## config.mk

```make
export PLATFORM = sky130hd
export DESIGN_NAME = priority_round_robin_call_scanner_flat
export DESIGN_NICKNAME = d
export VERILOG_FILES = /design/src/hdl/prrcs_pkg.sv /design/src/hdl/prrcs_channels.sv /design/src/hdl/prrcs_ram.sv /design/src/hdl/priority_round_robin_call_scanner.sv /design/src/flat_wrapper.sv
export SDC_FILE = /design/constraint.sdc
export NUM_CORES = 1
export LEC_CHECK = 0
export BUFFER_PORTS_ARGS = -buffer_cell sky130_fd_sc_hd__buf_2
export CAP_MARGIN = 0
export CORE_ASPECT_RATIO = 0.8
export CORE_MARGIN = 4
export CORE_UTILIZATION = 45
export CTS_CLUSTER_SIZE = 40
export DETAILED_ROUTE_END_ITERATION = 8
export PLACE_DENSITY = 0.66
export SYNTH_ARGS = -nofsm -noshare
export SYNTH_HDL_FRONTEND = slang
export SYNTH_SLANG_ARGS = --single-unit
```

## constraint.sdc

```tcl
create_clock -name clock -period 2.5 [get_ports clock]
set_input_delay 0 -clock clock [delete_from_list [all_inputs] [get_ports clock]]
set_output_delay 0 -clock clock [all_outputs]
set_load 0.05 [all_outputs]
```

## src/hdl/prrcs_pkg.sv

```systemverilog
// shared types and constants for the priority round-robin call scanner
// no dependencies; imported by the channel interfaces and the scanner

package prrcs_pkg;

   localparam int DEVICE_W    = 7;
   localparam int SHOWN_DEV_W = 6;
   localparam int PTR_W       = 7;
   localparam int TICK_W      = 16;
   localparam int CSR_IDX_W   = 8;
   localparam int CSR_DATA_W  = 16;

   localparam logic [TICK_W-1:0] SCROLL_RESET = 16'd1000;

   localparam logic [CSR_IDX_W-1:0] CSR_SCROLL_TICKS = 8'd0;
   localparam logic [CSR_IDX_W-1:0] CSR_SERIAL_EN    = 8'd1;

   typedef enum logic [1:0] {
      CMD_TICK   = 2'd0,
      CMD_STORE  = 2'd1,
      CMD_NEWREQ = 2'd2,
      CMD_MODE   = 2'd3
   } cmd_type;

   typedef enum logic [1:0] {
      MODE_SCAN   = 2'd0,
      MODE_HOLD   = 2'd1,
      MODE_NEWREQ = 2'd2,
      MODE_WAIT   = 2'd3
   } mode_type;

   typedef enum logic [1:0] {
      EV_CANCEL    = 2'd0,
      EV_CALL      = 2'd1,
      EV_ASSIST    = 2'd2,
      EV_EMERGENCY = 2'd3
   } event_type;

endpackage

```

## src/hdl/prrcs_channels.sv

```systemverilog
// valid/ready channel interfaces: request, response and register write
// depends on prrcs_pkg

interface prrcs_req_if import prrcs_pkg::*; ();
   logic                valid;
   logic                ready;
   cmd_type             cmd;
   logic [DEVICE_W-1:0] device;
   event_type           event_code;
   mode_type            mode_value;

   modport source (output valid, output cmd, output device, output event_code,
                   output mode_value, input ready);
   modport sink   (input valid, input cmd, input device, input event_code,
                   input mode_value, output ready);
endinterface

interface prrcs_rsp_if import prrcs_pkg::*; ();
   logic                   valid;
   logic                   ready;
   logic                   shown_valid;
   event_type              shown_event;
   logic [SHOWN_DEV_W-1:0] shown_device;
   mode_type               queue_mode;

   modport source (output valid, output shown_valid, output shown_event,
                   output shown_device, output queue_mode, input ready);
   modport sink   (input valid, input shown_valid, input shown_event,
                   input shown_device, input queue_mode, output ready);
endinterface

interface prrcs_csr_if import prrcs_pkg::*; ();
   logic                  valid;
   logic                  ready;
   logic [CSR_IDX_W-1:0]  index;
   logic [CSR_DATA_W-1:0] data;

   modport source (output valid, output index, output data, input ready);
   modport sink   (input valid, input index, input data, output ready);
endinterface

```

## src/hdl/prrcs_ram.sv

```systemverilog
// generic single-write, single-read synchronous ram with registered read data
// no dependencies

module prrcs_ram #(
   parameter int WIDTH = 2,
   parameter int DEPTH = 64
) (
   input  logic                                         clock,
   input  logic                                         wr_en,
   input  logic [((DEPTH > 1) ? $clog2(DEPTH) : 1)-1:0] wr_addr,
   input  logic [WIDTH-1:0]                             wr_data,
   input  logic                                         rd_en,
   input  logic [((DEPTH > 1) ? $clog2(DEPTH) : 1)-1:0] rd_addr,
   output logic [WIDTH-1:0]                             rd_data
);

   logic [WIDTH-1:0] mem [DEPTH];
   logic [WIDTH-1:0] rd_data_ff;

   always_ff @(posedge clock) begin
      if (wr_en) begin
         mem[wr_addr] <= wr_data;
      end
      if (rd_en) begin
         rd_data_ff <= mem[rd_addr];
      end
   end

   assign rd_data = rd_data_ff;

endmodule

```

## src/hdl/priority_round_robin_call_scanner.sv

```systemverilog
// priority round-robin call scanner, top level
// depends on prrcs_pkg, prrcs_channels (interfaces) and prrcs_ram
//
// One request is taken at a time. A store, new-request, set-mode request, a disabled
// tick, or a tick outside scan mode goes via the emit state to the output register.
// A tick in scan mode walks the event table once through the table ram's single read
// port, one device per cycle, collecting the first emergency and the first call or
// assist in round-robin order from the scan pointer, then goes through the last,
// final and emit states. A finished response sits in the output register, and the
// next request is accepted while it waits. Each table entry has a valid flag cleared
// by reset, so an unwritten entry reads as cancel and no clearing pass is needed.
// Register writes are always accepted: index 0 scroll_ticks, index 1 serial_enabled.

module priority_round_robin_call_scanner import prrcs_pkg::*; #(
   parameter int DEVICES = 64
) (
   input  logic        clock,
   input  logic        reset,
   prrcs_req_if.sink   req_ch,
   prrcs_rsp_if.source rsp_ch,
   prrcs_csr_if.sink   csr_ch
);

   localparam int IDX_W = (DEVICES > 1) ? $clog2(DEVICES) : 1;
   localparam int CNT_W = $clog2(DEVICES + 1);
   localparam logic [IDX_W-1:0] LAST_IDX = IDX_W'(DEVICES - 1);

   typedef enum logic [4:0] {
      ST_IDLE  = 5'b00001,
      ST_READ  = 5'b00010,
      ST_LAST  = 5'b00100,
      ST_FINAL = 5'b01000,
      ST_EMIT  = 5'b10000
   } state_type;

   // control state
   state_type              state_ff, state_in;
   mode_type               mode_ff, mode_in;
   mode_type               saved_mode_ff, saved_mode_in;
   event_type              saved_event_ff, saved_event_in;
   logic [SHOWN_DEV_W-1:0] req_idx_ff, req_idx_in;
   logic [PTR_W-1:0]       ptr_ff, ptr_in;
   logic [TICK_W-1:0]      hold_ff, hold_in;
   logic [TICK_W-1:0]      scroll_ff, scroll_in;
   logic                   serial_ff, serial_in;
   logic [DEVICES-1:0]     valid_ff, valid_in;
   logic [IDX_W-1:0]       addr_ff, addr_in;
   logic [CNT_W-1:0]       cnt_ff, cnt_in;
   logic                   rd_vld_ff, rd_vld_in;
   logic                   em_found_ff, em_found_in;
   logic                   ca_found_ff, ca_found_in;
   logic                   rsp_valid_ff, rsp_valid_in;

   // payload
   logic                   rd_bit_ff, rd_bit_in;
   logic [IDX_W-1:0]       rd_idx_ff, rd_idx_in;
   logic [IDX_W-1:0]       em_idx_ff, em_idx_in;
   logic [IDX_W-1:0]       ca_idx_ff, ca_idx_in;
   event_type              ca_ev_ff, ca_ev_in;
   logic                   res_shown_ff, res_shown_in;
   event_type              res_event_ff, res_event_in;
   logic [SHOWN_DEV_W-1:0] res_device_ff, res_device_in;
   logic                   rsp_shown_ff, rsp_shown_in;
   event_type              rsp_event_ff, rsp_event_in;
   logic [SHOWN_DEV_W-1:0] rsp_device_ff, rsp_device_in;
   mode_type               rsp_mode_ff, rsp_mode_in;

   // table ram hookup
   logic             wr_en;
   logic [IDX_W-1:0] wr_addr;
   logic             rd_en;
   logic [1:0]       ram_rd;
   event_type        ev_rd;

   logic             req_fire;
   logic             dev_ok;
   logic [IDX_W-1:0] scan_start;

   prrcs_ram #(
      .WIDTH (2),
      .DEPTH (DEVICES)
   ) u_table (
      .clock   (clock),
      .wr_en   (wr_en),
      .wr_addr (wr_addr),
      .wr_data (req_ch.event_code),
      .rd_en   (rd_en),
      .rd_addr (addr_ff),
      .rd_data (ram_rd)
   );

   assign req_fire = req_ch.valid && req_ch.ready;
   assign dev_ok   = req_ch.device inside {[DEVICE_W'(1):DEVICE_W'(DEVICES)]};
   assign wr_addr  = IDX_W'(req_ch.device - DEVICE_W'(1));

   // a pointer past the table restarts the walk from device zero
   assign scan_start = (ptr_ff < PTR_W'(DEVICES)) ? IDX_W'(ptr_ff) : '0;

   // entries never written read as cancel
   assign ev_rd = rd_bit_ff ? event_type'(ram_rd) : EV_CANCEL;

   always_comb begin
      state_in       = state_ff;
      mode_in        = mode_ff;
      saved_mode_in  = saved_mode_ff;
      saved_event_in = saved_event_ff;
      req_idx_in     = req_idx_ff;
      ptr_in         = ptr_ff;
      hold_in        = hold_ff;
      scroll_in      = scroll_ff;
      serial_in      = serial_ff;
      valid_in       = valid_ff;
      addr_in        = addr_ff;
      cnt_in         = cnt_ff;
      rd_vld_in      = 1'b0;
      rd_bit_in      = valid_ff[addr_ff];
      rd_idx_in      = addr_ff;
      em_found_in    = em_found_ff;
      em_idx_in      = em_idx_ff;
      ca_found_in    = ca_found_ff;
      ca_idx_in      = ca_idx_ff;
      ca_ev_in       = ca_ev_ff;
      res_shown_in   = res_shown_ff;
      res_event_in   = res_event_ff;
      res_device_in  = res_device_ff;
      rsp_valid_in   = rsp_valid_ff && !rsp_ch.ready;
      rsp_shown_in   = rsp_shown_ff;
      rsp_event_in   = rsp_event_ff;
      rsp_device_in  = rsp_device_ff;
      rsp_mode_in    = rsp_mode_ff;
      wr_en          = 1'b0;
      rd_en          = 1'b0;

      // register writes, indexes past the list fall through
      if (csr_ch.valid) begin
         case (csr_ch.index)
            CSR_SCROLL_TICKS: scroll_in = csr_ch.data;
            CSR_SERIAL_EN:    serial_in = csr_ch.data[0];
            default: ;
         endcase
      end

      // collect the first emergency and the first call or assist of the walk
      if (rd_vld_ff) begin
         if ((ev_rd == EV_EMERGENCY) && !em_found_ff) begin
            em_found_in = 1'b1;
            em_idx_in   = rd_idx_ff;
         end
         if ((ev_rd inside {EV_CALL, EV_ASSIST}) && !ca_found_ff) begin
            ca_found_in = 1'b1;
            ca_idx_in   = rd_idx_ff;
            ca_ev_in    = ev_rd;
         end
      end

      case (state_ff)
         ST_IDLE: begin
            if (req_fire) begin
               state_in      = ST_EMIT;
               res_shown_in  = 1'b0;
               res_event_in  = EV_CANCEL;
               res_device_in = '0;
               case (req_ch.cmd)
                  CMD_TICK: begin
                     if (serial_ff) begin
                        case (mode_ff)
                           MODE_SCAN: begin
                              state_in    = ST_READ;
                              addr_in     = scan_start;
                              cnt_in      = '0;
                              em_found_in = 1'b0;
                              ca_found_in = 1'b0;
                           end
                           MODE_HOLD: begin
                              // at hold expiry release the held entry and step past it
                              if (hold_ff <= TICK_W'(1)) begin
                                 hold_in = '0;
                                 ptr_in  = ptr_ff + PTR_W'(1);
                                 mode_in = MODE_SCAN;
                              end else begin
                                 hold_in = hold_ff - TICK_W'(1);
                              end
                           end
                           MODE_NEWREQ: begin
                              if (saved_event_ff == EV_CANCEL) begin
                                 mode_in = saved_mode_ff;
                              end else begin
                                 hold_in       = scroll_ff;
                                 res_shown_in  = 1'b1;
                                 res_event_in  = saved_event_ff;
                                 res_device_in = req_idx_ff;
                                 ptr_in        = PTR_W'(req_idx_ff);
                                 mode_in       = MODE_HOLD;
                              end
                           end
                           default: ;
                        endcase
                     end
                  end
                  CMD_STORE: begin
                     if (dev_ok) begin
                        wr_en             = 1'b1;
                        valid_in[wr_addr] = 1'b1;
                     end
                  end
                  CMD_NEWREQ: begin
                     // save the request; show a live event now, whatever serial mode is
                     if (dev_ok) begin
                        saved_mode_in  = mode_ff;
                        req_idx_in     = SHOWN_DEV_W'(req_ch.device - DEVICE_W'(1));
                        saved_event_in = req_ch.event_code;
                        if (req_ch.event_code == EV_CANCEL) begin
                           mode_in = mode_ff;
                        end else begin
                           hold_in       = scroll_ff;
                           res_shown_in  = 1'b1;
                           res_event_in  = req_ch.event_code;
                           res_device_in = SHOWN_DEV_W'(req_ch.device - DEVICE_W'(1));
                           ptr_in        = PTR_W'(SHOWN_DEV_W'(req_ch.device - DEVICE_W'(1)));
                           mode_in       = MODE_HOLD;
                        end
                     end
                  end
                  default: begin
                     mode_in = req_ch.mode_value;
                  end
               endcase
            end
         end
         ST_READ: begin
            // one table read per cycle, wrapping at the last device
            rd_en     = 1'b1;
            rd_vld_in = 1'b1;
            rd_idx_in = addr_ff;
            addr_in   = (addr_ff == LAST_IDX) ? '0 : addr_ff + IDX_W'(1);
            cnt_in    = cnt_ff + CNT_W'(1);
            if (cnt_ff == CNT_W'(DEVICES - 1)) begin
               state_in = ST_LAST;
            end
         end
         ST_LAST: begin
            // last read data is folded in this cycle
            state_in = ST_FINAL;
         end
         ST_FINAL: begin
            state_in     = ST_EMIT;
            res_shown_in = 1'b1;
            if (em_found_ff) begin
               ptr_in        = PTR_W'(em_idx_ff);
               mode_in       = MODE_HOLD;
               hold_in       = scroll_ff;
               res_event_in  = EV_EMERGENCY;
               res_device_in = SHOWN_DEV_W'(em_idx_ff);
            end else if (ca_found_ff) begin
               ptr_in        = PTR_W'(ca_idx_ff);
               mode_in       = MODE_HOLD;
               hold_in       = scroll_ff;
               res_event_in  = ca_ev_ff;
               res_device_in = SHOWN_DEV_W'(ca_idx_ff);
            end else begin
               // nothing pending: show cancel and rewind
               ptr_in        = '0;
               res_event_in  = EV_CANCEL;
               res_device_in = '0;
            end
         end
         ST_EMIT: begin
            if (!rsp_valid_ff || rsp_ch.ready) begin
               rsp_valid_in  = 1'b1;
               rsp_shown_in  = res_shown_ff;
               rsp_event_in  = res_event_ff;
               rsp_device_in = res_device_ff;
               rsp_mode_in   = mode_ff;
               state_in      = ST_IDLE;
            end
         end
         default: begin
            state_in = ST_IDLE;
         end
      endcase
   end

   always_ff @(posedge clock) begin
      if (reset) begin
         state_ff       <= ST_IDLE;
         mode_ff        <= MODE_SCAN;
         saved_mode_ff  <= MODE_SCAN;
         saved_event_ff <= EV_CANCEL;
         req_idx_ff     <= '0;
         ptr_ff         <= '0;
         hold_ff        <= '0;
         scroll_ff      <= SCROLL_RESET;
         serial_ff      <= 1'b1;
         valid_ff       <= '0;
         addr_ff        <= '0;
         cnt_ff         <= '0;
         rd_vld_ff      <= 1'b0;
         em_found_ff    <= 1'b0;
         ca_found_ff    <= 1'b0;
         rsp_valid_ff   <= 1'b0;
      end else begin
         state_ff       <= state_in;
         mode_ff        <= mode_in;
         saved_mode_ff  <= saved_mode_in;
         saved_event_ff <= saved_event_in;
         req_idx_ff     <= req_idx_in;
         ptr_ff         <= ptr_in;
         hold_ff        <= hold_in;
         scroll_ff      <= scroll_in;
         serial_ff      <= serial_in;
         valid_ff       <= valid_in;
         addr_ff        <= addr_in;
         cnt_ff         <= cnt_in;
         rd_vld_ff      <= rd_vld_in;
         em_found_ff    <= em_found_in;
         ca_found_ff    <= ca_found_in;
         rsp_valid_ff   <= rsp_valid_in;
      end
   end

   always_ff @(posedge clock) begin
      rd_bit_ff     <= rd_bit_in;
      rd_idx_ff     <= rd_idx_in;
      em_idx_ff     <= em_idx_in;
      ca_idx_ff     <= ca_idx_in;
      ca_ev_ff      <= ca_ev_in;
      res_shown_ff  <= res_shown_in;
      res_event_ff  <= res_event_in;
      res_device_ff <= res_device_in;
      rsp_shown_ff  <= rsp_shown_in;
      rsp_event_ff  <= rsp_event_in;
      rsp_device_ff <= rsp_device_in;
      rsp_mode_ff   <= rsp_mode_in;
   end

   // ports
   assign req_ch.ready        = (state_ff == ST_IDLE);
   assign csr_ch.ready        = 1'b1;
   assign rsp_ch.valid        = rsp_valid_ff;
   assign rsp_ch.shown_valid  = rsp_shown_ff;
   assign rsp_ch.shown_event  = rsp_event_ff;
   assign rsp_ch.shown_device = rsp_device_ff;
   assign rsp_ch.queue_mode   = rsp_mode_ff;

   // read data only returns during a table walk
   a_read_in_walk: assert property (@(posedge clock) disable iff (reset)
      rd_vld_ff |-> (state_ff == ST_READ || state_ff == ST_LAST))
      else $error("table read data outside a walk");

   // the walk never issues more reads than there are devices
   a_walk_bound: assert property (@(posedge clock) disable iff (reset)
      (state_ff == ST_READ) |-> (cnt_ff < CNT_W'(DEVICES)))
      else $error("table walk overran the device count");

   // a response with no display carries zero event and device
   a_quiet_rsp: assert property (@(posedge clock) disable iff (reset)
      (rsp_valid_ff && !rsp_shown_ff) |->
         (rsp_event_ff == EV_CANCEL && rsp_device_ff == '0))
      else $error("quiet response carries display data");

   // a displayed live event always leaves the scanner holding it
   a_hold_after_show: assert property (@(posedge clock) disable iff (reset)
      (rsp_valid_ff && rsp_shown_ff && rsp_event_ff != EV_CANCEL) |->
         (rsp_mode_ff == MODE_HOLD))
      else $error("shown event without hold mode");

   // an accepted request always leaves idle
   a_busy_after_accept: assert property (@(posedge clock) disable iff (reset)
      req_fire |=> (state_ff != ST_IDLE))
      else $error("request accepted but scanner stayed idle");

endmodule
```

## src/flat_wrapper.sv

```systemverilog
// flat-port wrapper written by rule: the top's interface ports become plain ports
module priority_round_robin_call_scanner_flat import prrcs_pkg::*;
#(
   parameter int DEVICES = 64
)
  (clock, reset, req_ch_valid, req_ch_cmd, req_ch_device, req_ch_event_code, req_ch_mode_value, req_ch_ready, rsp_ch_valid, rsp_ch_shown_valid, rsp_ch_shown_event, rsp_ch_shown_device, rsp_ch_queue_mode, rsp_ch_ready, csr_ch_valid, csr_ch_index, csr_ch_data, csr_ch_ready);
  prrcs_req_if req_ch_i ();
  prrcs_rsp_if rsp_ch_i ();
  prrcs_csr_if csr_ch_i ();
  input  logic clock;
  input  logic reset;
  input wire logic [$bits(req_ch_i.valid)-1:0] req_ch_valid;
  input wire logic [$bits(req_ch_i.cmd)-1:0] req_ch_cmd;
  input wire logic [$bits(req_ch_i.device)-1:0] req_ch_device;
  input wire logic [$bits(req_ch_i.event_code)-1:0] req_ch_event_code;
  input wire logic [$bits(req_ch_i.mode_value)-1:0] req_ch_mode_value;
  output wire logic [$bits(req_ch_i.ready)-1:0] req_ch_ready;
  output wire logic [$bits(rsp_ch_i.valid)-1:0] rsp_ch_valid;
  output wire logic [$bits(rsp_ch_i.shown_valid)-1:0] rsp_ch_shown_valid;
  output wire logic [$bits(rsp_ch_i.shown_event)-1:0] rsp_ch_shown_event;
  output wire logic [$bits(rsp_ch_i.shown_device)-1:0] rsp_ch_shown_device;
  output wire logic [$bits(rsp_ch_i.queue_mode)-1:0] rsp_ch_queue_mode;
  input wire logic [$bits(rsp_ch_i.ready)-1:0] rsp_ch_ready;
  input wire logic [$bits(csr_ch_i.valid)-1:0] csr_ch_valid;
  input wire logic [$bits(csr_ch_i.index)-1:0] csr_ch_index;
  input wire logic [$bits(csr_ch_i.data)-1:0] csr_ch_data;
  output wire logic [$bits(csr_ch_i.ready)-1:0] csr_ch_ready;
  assign req_ch_i.valid = req_ch_valid;
  assign req_ch_i.cmd = req_ch_cmd;
  assign req_ch_i.device = req_ch_device;
  assign req_ch_i.event_code = req_ch_event_code;
  assign req_ch_i.mode_value = req_ch_mode_value;
  assign req_ch_ready = req_ch_i.ready;
  assign rsp_ch_valid = rsp_ch_i.valid;
  assign rsp_ch_shown_valid = rsp_ch_i.shown_valid;
  assign rsp_ch_shown_event = rsp_ch_i.shown_event;
  assign rsp_ch_shown_device = rsp_ch_i.shown_device;
  assign rsp_ch_queue_mode = rsp_ch_i.queue_mode;
  assign rsp_ch_i.ready = rsp_ch_ready;
  assign csr_ch_i.valid = csr_ch_valid;
  assign csr_ch_i.index = csr_ch_index;
  assign csr_ch_i.data = csr_ch_data;
  assign csr_ch_ready = csr_ch_i.ready;
  priority_round_robin_call_scanner #(.DEVICES(DEVICES)) u_core (.clock(clock), .reset(reset), .req_ch(req_ch_i), .rsp_ch(rsp_ch_i), .csr_ch(csr_ch_i));
endmodule
```

Word level (Yosys, flattened, before mapping):

Memories as Yosys holds them, arrays and structs flattened. A register that Yosys moved wholly into a read port is not among the register bits.
Index checks and enable logic that the tools add are counted.

* $add $sub $neg: 5
* $lt $le $gt $ge: 7
* equal/unequal tests: 30
* muxes and demuxes: 108
* bitwise operators: 1
* reduce and logical (&&, ||, !) cells: 32

Operators by type and width (count)
* 16-bit 2-to-1 mux: 8
* 16-bit case mux with 2 select lines: 3
* 6-bit 2-to-1 mux: 15
* 7-bit 2-to-1 mux: 11
* 64-bit OR: 1
* 7-bit case mux with 2 select lines: 4
* 6-bit case mux with 2 select lines: 3
* 2-bit 2-to-1 mux: 17
* 1-bit 2-to-1 mux: 31
* 5-bit 2-to-1 mux: 6
* 9-bit AND reduction: 3
* 5-bit case mux with 5 select lines: 1
* 16-bit by 1-bit less-or-equal comparator with 1-bit output, second input constant: 1
* 2-bit case mux with 2 select lines: 4
* 16-bit by 1-bit subtractor with 16-bit output, second input constant: 1
* 7-bit by 1-bit adder with 7-bit output, second input constant: 2
* 6-bit by 7-bit < comparator with 1-bit output, second input constant: 2
* 3-bit inequality test, second input constant: 4
* 4-bit inequality test, second input constant: 3
* 2-bit AND reduction: 6
* 2-bit inequality test, second input constant: 5
* 2-bit equality test, second input constant: 4
* 8-bit by 1-bit equality test with 1-bit output, second input constant: 1
* 2-bit zero test: 4
* other kinds (28): 43

* register bits after elaboration: 179
* bits in writable memories: 128
* word-level logic and storage cells: 212
* memories kept: 1

Memories
* u_core.u_table.mem: depth 64, bits a word 2, read ports 1, clocked after memory_dff 1, wr ports 1, RTL line prrcs_ram.sv:17 `logic [WIDTH-1:0] mem [DEPTH];`

Longest topological paths before layout:

* depth in word-level cells: 11
* depth in mapped cells: 10
* gate-level depth less buffers: 8

Hierarchy:

A second synthesis with hierarchy kept.

* cell total of the unflattened synthesis: 1177
* area total of the unflattened synthesis: 13533.0 µm²

By module, submodules not included
* priority_round_robin_call_scanner: instances 1, cells an instance 862, area each 8023.9 µm²
* prrcs_ram: instances 1, cells an instance 315, area each 5509.0 µm²

Worst setup path after synthesis:

No wires, ideal clock.

* kind: register -> register
* from: reg u_core.addr_ff[0]
* to: reg u_core.u_table.rd_data_ff[0] (netlist: u_core.u_table.rd_data[0]), read port of u_core.u_table.mem, data pin
* setup time: 272 ps
* arrival: 2020 ps
* path slack: 208 ps
* stages on the path, launching flop included: 8
* path buffers: 3
* period minus slack after synthesis: 2292 ps
* cells stage by stage: dfxtp_1 > buf_6 > buf_12 > buf_2 > mux4_2 > a22oi_1 > a21oi_1 > or4_1

RTL lines
* start, declared: RTL line priority_round_robin_call_scanner.sv:47 `logic [IDX_W-1:0] addr_ff, addr_in;`
* start signal, assigned: RTL line priority_round_robin_call_scanner.sv:312 `addr_ff <= addr_in;`
* end, declared: RTL line prrcs_ram.sv:18 `logic [WIDTH-1:0] rd_data_ff;`

==> summary.txt <==
Outcome
  – Status: complete, no violations

Layout
  – Ant. Diodes: 0
  – Filler cells: approximately 2400
  – Nets: 1314
  – Non-Filler Instances: 1663
  – Layout cells sized above 1: 0.1796
  – Cell area after layout: 15620 um^2
  – Util after Layout: 0.5345
  – Area grow syn2layout: 17.19%

Synth
  – Ys Warns: 0
  – Largest area contributor in the netlist: edfxtp_1
  – Area contributors post-synth: edfxtp_1 (37%), dfxtp_1 (22%), mux4_2 (8.1%)
  – Synthesized area per cell: 11.65 um^2
  – Top cell type's share of synthesized area: 0.3695
  – Post-Syn Nets: about 1200
  – Post-synthesis async set-or-reset flop share: 0
  – FF+latch count, synth: 309
  – Mapped cell area: 13330 um^2
  – Most frequent cell after synthesis: nor2_1
  – Syn Inst Count: 1144
  – Top_reg_cell synth: edfxtp_1
  – Most frequent cells after synthesis: nor2_1 (217), edfxtp_1 (164), dfxtp_1 (145), a21oi_1 (113), nand2_1 (68)
  – Seq/Total Area, Yosys: 0.5874
  – Post-synth EDFFs: between 150 and 200
  – Netlist cell types: 72

Pwr
  – Power, Total: 11.57 mW
  – Power Density: 741.1 nW/um^2
  – Static Leak: 5.311 nW
  – Peak VDD IR: 690.7 uV

STA
  – Final setup viols: 0
  – Max Slew Vio Count: 0
  – Tcrit/Tclk final: 0.9603
  – Worst hold margin: 34.92 ps
  – Final hold vios: 0
  – RSZ-0062 raised after global routing: yes
  – Max Freq: 0.4165 GHz
  – Post-route minimum period: 2401 ps
  – Total negative setup slack: 0 ps
  – Clock skew: 14.86 ps
  – Worst setup margin: 99.20 ps
  – Slew headroom: 0.3689
  – Worst-Margin Slew: 940.0 ps

Die
  – Die area: 32450 um^2
  – Starting Density: 0.4561
  – Die Width: 200.4 um
  – Site row count: 56
  – I/O pin count: 56
  – Chip height: approximately 160 um
  – Core area: 29220 um^2

Routing
  – DRT Pass-1 Iters: 6
  – Initial DRC Count: 1097
  – Routed vias/inst: 5.820
  – Final wirelength: 32910 um
  – DRC violations left: 0
  – Via count: roughly 9700
  – Post-route ant nets: 0
  – Routed WL per cell: just under 20 um

Setup path
  – R2R depth: 5
  – Crit path DAT: 2710 ps
  – Worst setup EP type: flip-flop
  – Crit Path Max Fanout: 13
  – Req. time, crit path: 2810 ps
  – Reg2reg start: u_core.addr_ff[0]
  – Startpoint Class: flip-flop
  – CP Launch Point: u_core.addr_ff[0]
  – Setup CP Type: flip-flop to flip-flop

CTS
  – CTS Buffer Depth: 3
  – Worst-path clk slew: 60 ps
  – CTS buffer count: 29
  – CTS root buf: clkbuf_16
  – CTS tree: done
  – H-tree Lvls: 1
  – Worst-Skew Late Latency: 580 ps
  – Clk sinks: 309

Place
  – Post-Place Cells: 1566
  – HPWL Detailed: 21730 um
  – Pre-CTS WS: 61.67 ps
  – Cell area after placement: 14190 um^2
  – Port Buffers: 54
  – GPL Wtd Cong: 0.8939

Worst hold path
  – Worst hold-check path type: primary input to flip-flop
  – Hold wc startpoint: csr_ch_index[0]
  – Hold Path Stages: 5

GRT
  – Initial antenna violation count: 0
  – GRT Total Usage: 0.1978
  – First-pass GRT wire length: 51400 um
  – Grt ovf: 0
  – Largest net degree at the start of global routing: ~120
  – Vias in the first global route: 9093

Flow run
  – Max_cap viols: 0
-- worst paths after layout --
| kind | end | slack, ps |
|---|---|---|
| setup reg to reg | u_core.u_table.rd_data[1] | 100 |
| hold / removal | u_core.scroll_ff[0] | 30 |
| setup / recovery | u_core.u_table.rd_data[1] | 100 |
| hold reg to reg | u_core.rsp_ch.shown_device[2] | 420 |
-- timing repair --
action,CTS,global route
hold endpoints to repair,73,0
hold buffers,42,0
setup buffers,0,0
setup endpoints to repair,0,89
resized for setup,0,9
-- cell families (layout without fill, tap and decap cells) --
group                    count (synthesis)  in the layout  synth area share
AND/OR/NAND/NOR                        414            414            0.1450
flip-flops                             309            309            0.5874
AO/OA/AOI/OAI                          249            249            0.1194
multiplexers                            70             70           0.09774
buffers and inverters                   67            209           0.02535
XOR/XNOR                                25             25           0.01643
adder cells (fa/ha/maj)                  9              9          0.008450
other                                    1              1         0.0002814
-- flip-flops by register name, indices dropped and copies added (netlist names), 7 cells and up --
signal,cells
u_core.ptr_ff,7
u_core.u_table.mem,128
u_core.valid_ff,64
u_core.cnt_ff,7
u_core.hold_ff,16
u_core.scroll_ff,16
-- final cells by class --
class	instances	area, um^2	share of cell area
clock buffer	42	845.8	0.05416
timing repair buffer	142	1126	0.07210
inverter	13	48.80	0.003124
multi-input combinational	768	5187	0.3322
tap	377	471.7	0.03020
clock inverter	12	106.4	0.006810
sequential	309	7831	0.5014
-- critical path: stages (launching register included) --
cell and delay [ps]:
dfxtp_4 490, buf_16 200, mux4_2 500, a22oi_1 270, a21oi_1 130, or4_1 530
-- cell usage in the layout, fill, tap and decap left out, drive strengths merged, types with 9 or more instances in the layout --
cell type / Yosys / layout
nor2: 221 / 221
edfxtp: 164 / 164
dfxtp: 145 / 145
a21oi: 113 / 113
buf: 25 / 99
nand2: 68 / 68
mux4: 48 / 48
clkbuf: 29 / 43
dlygate4sd3: 0 / 42
o21ai: 40 / 40
nor3: 31 / 31
a22oi: 28 / 28
nand3: 25 / 25
mux2i: 21 / 21
xor2: 17 / 17
inv: 11 / 15
a211oi: 15 / 15
nor2b: 10 / 10
nand2b: 10 / 10
o211ai: 9 / 9
ha: 9 / 9
a221oi: 9 / 9
-- layer usage --
layer  vias to the layer above  routed length (um)  GRT usage
met5                         -                   0          0
met4                         0                 614    0.04284
met3                        52                2529    0.03693
met2                       369               14500     0.2935
met1                      4746               15270     0.3049
li1                       4511                   -          -
-- power by group --
group          switching (mW)  internal [mW]
Clock                    1.93           2.47
Sequential              0.137           5.45
Combinational           0.984          0.607
(Power assumes the default switching activity.)
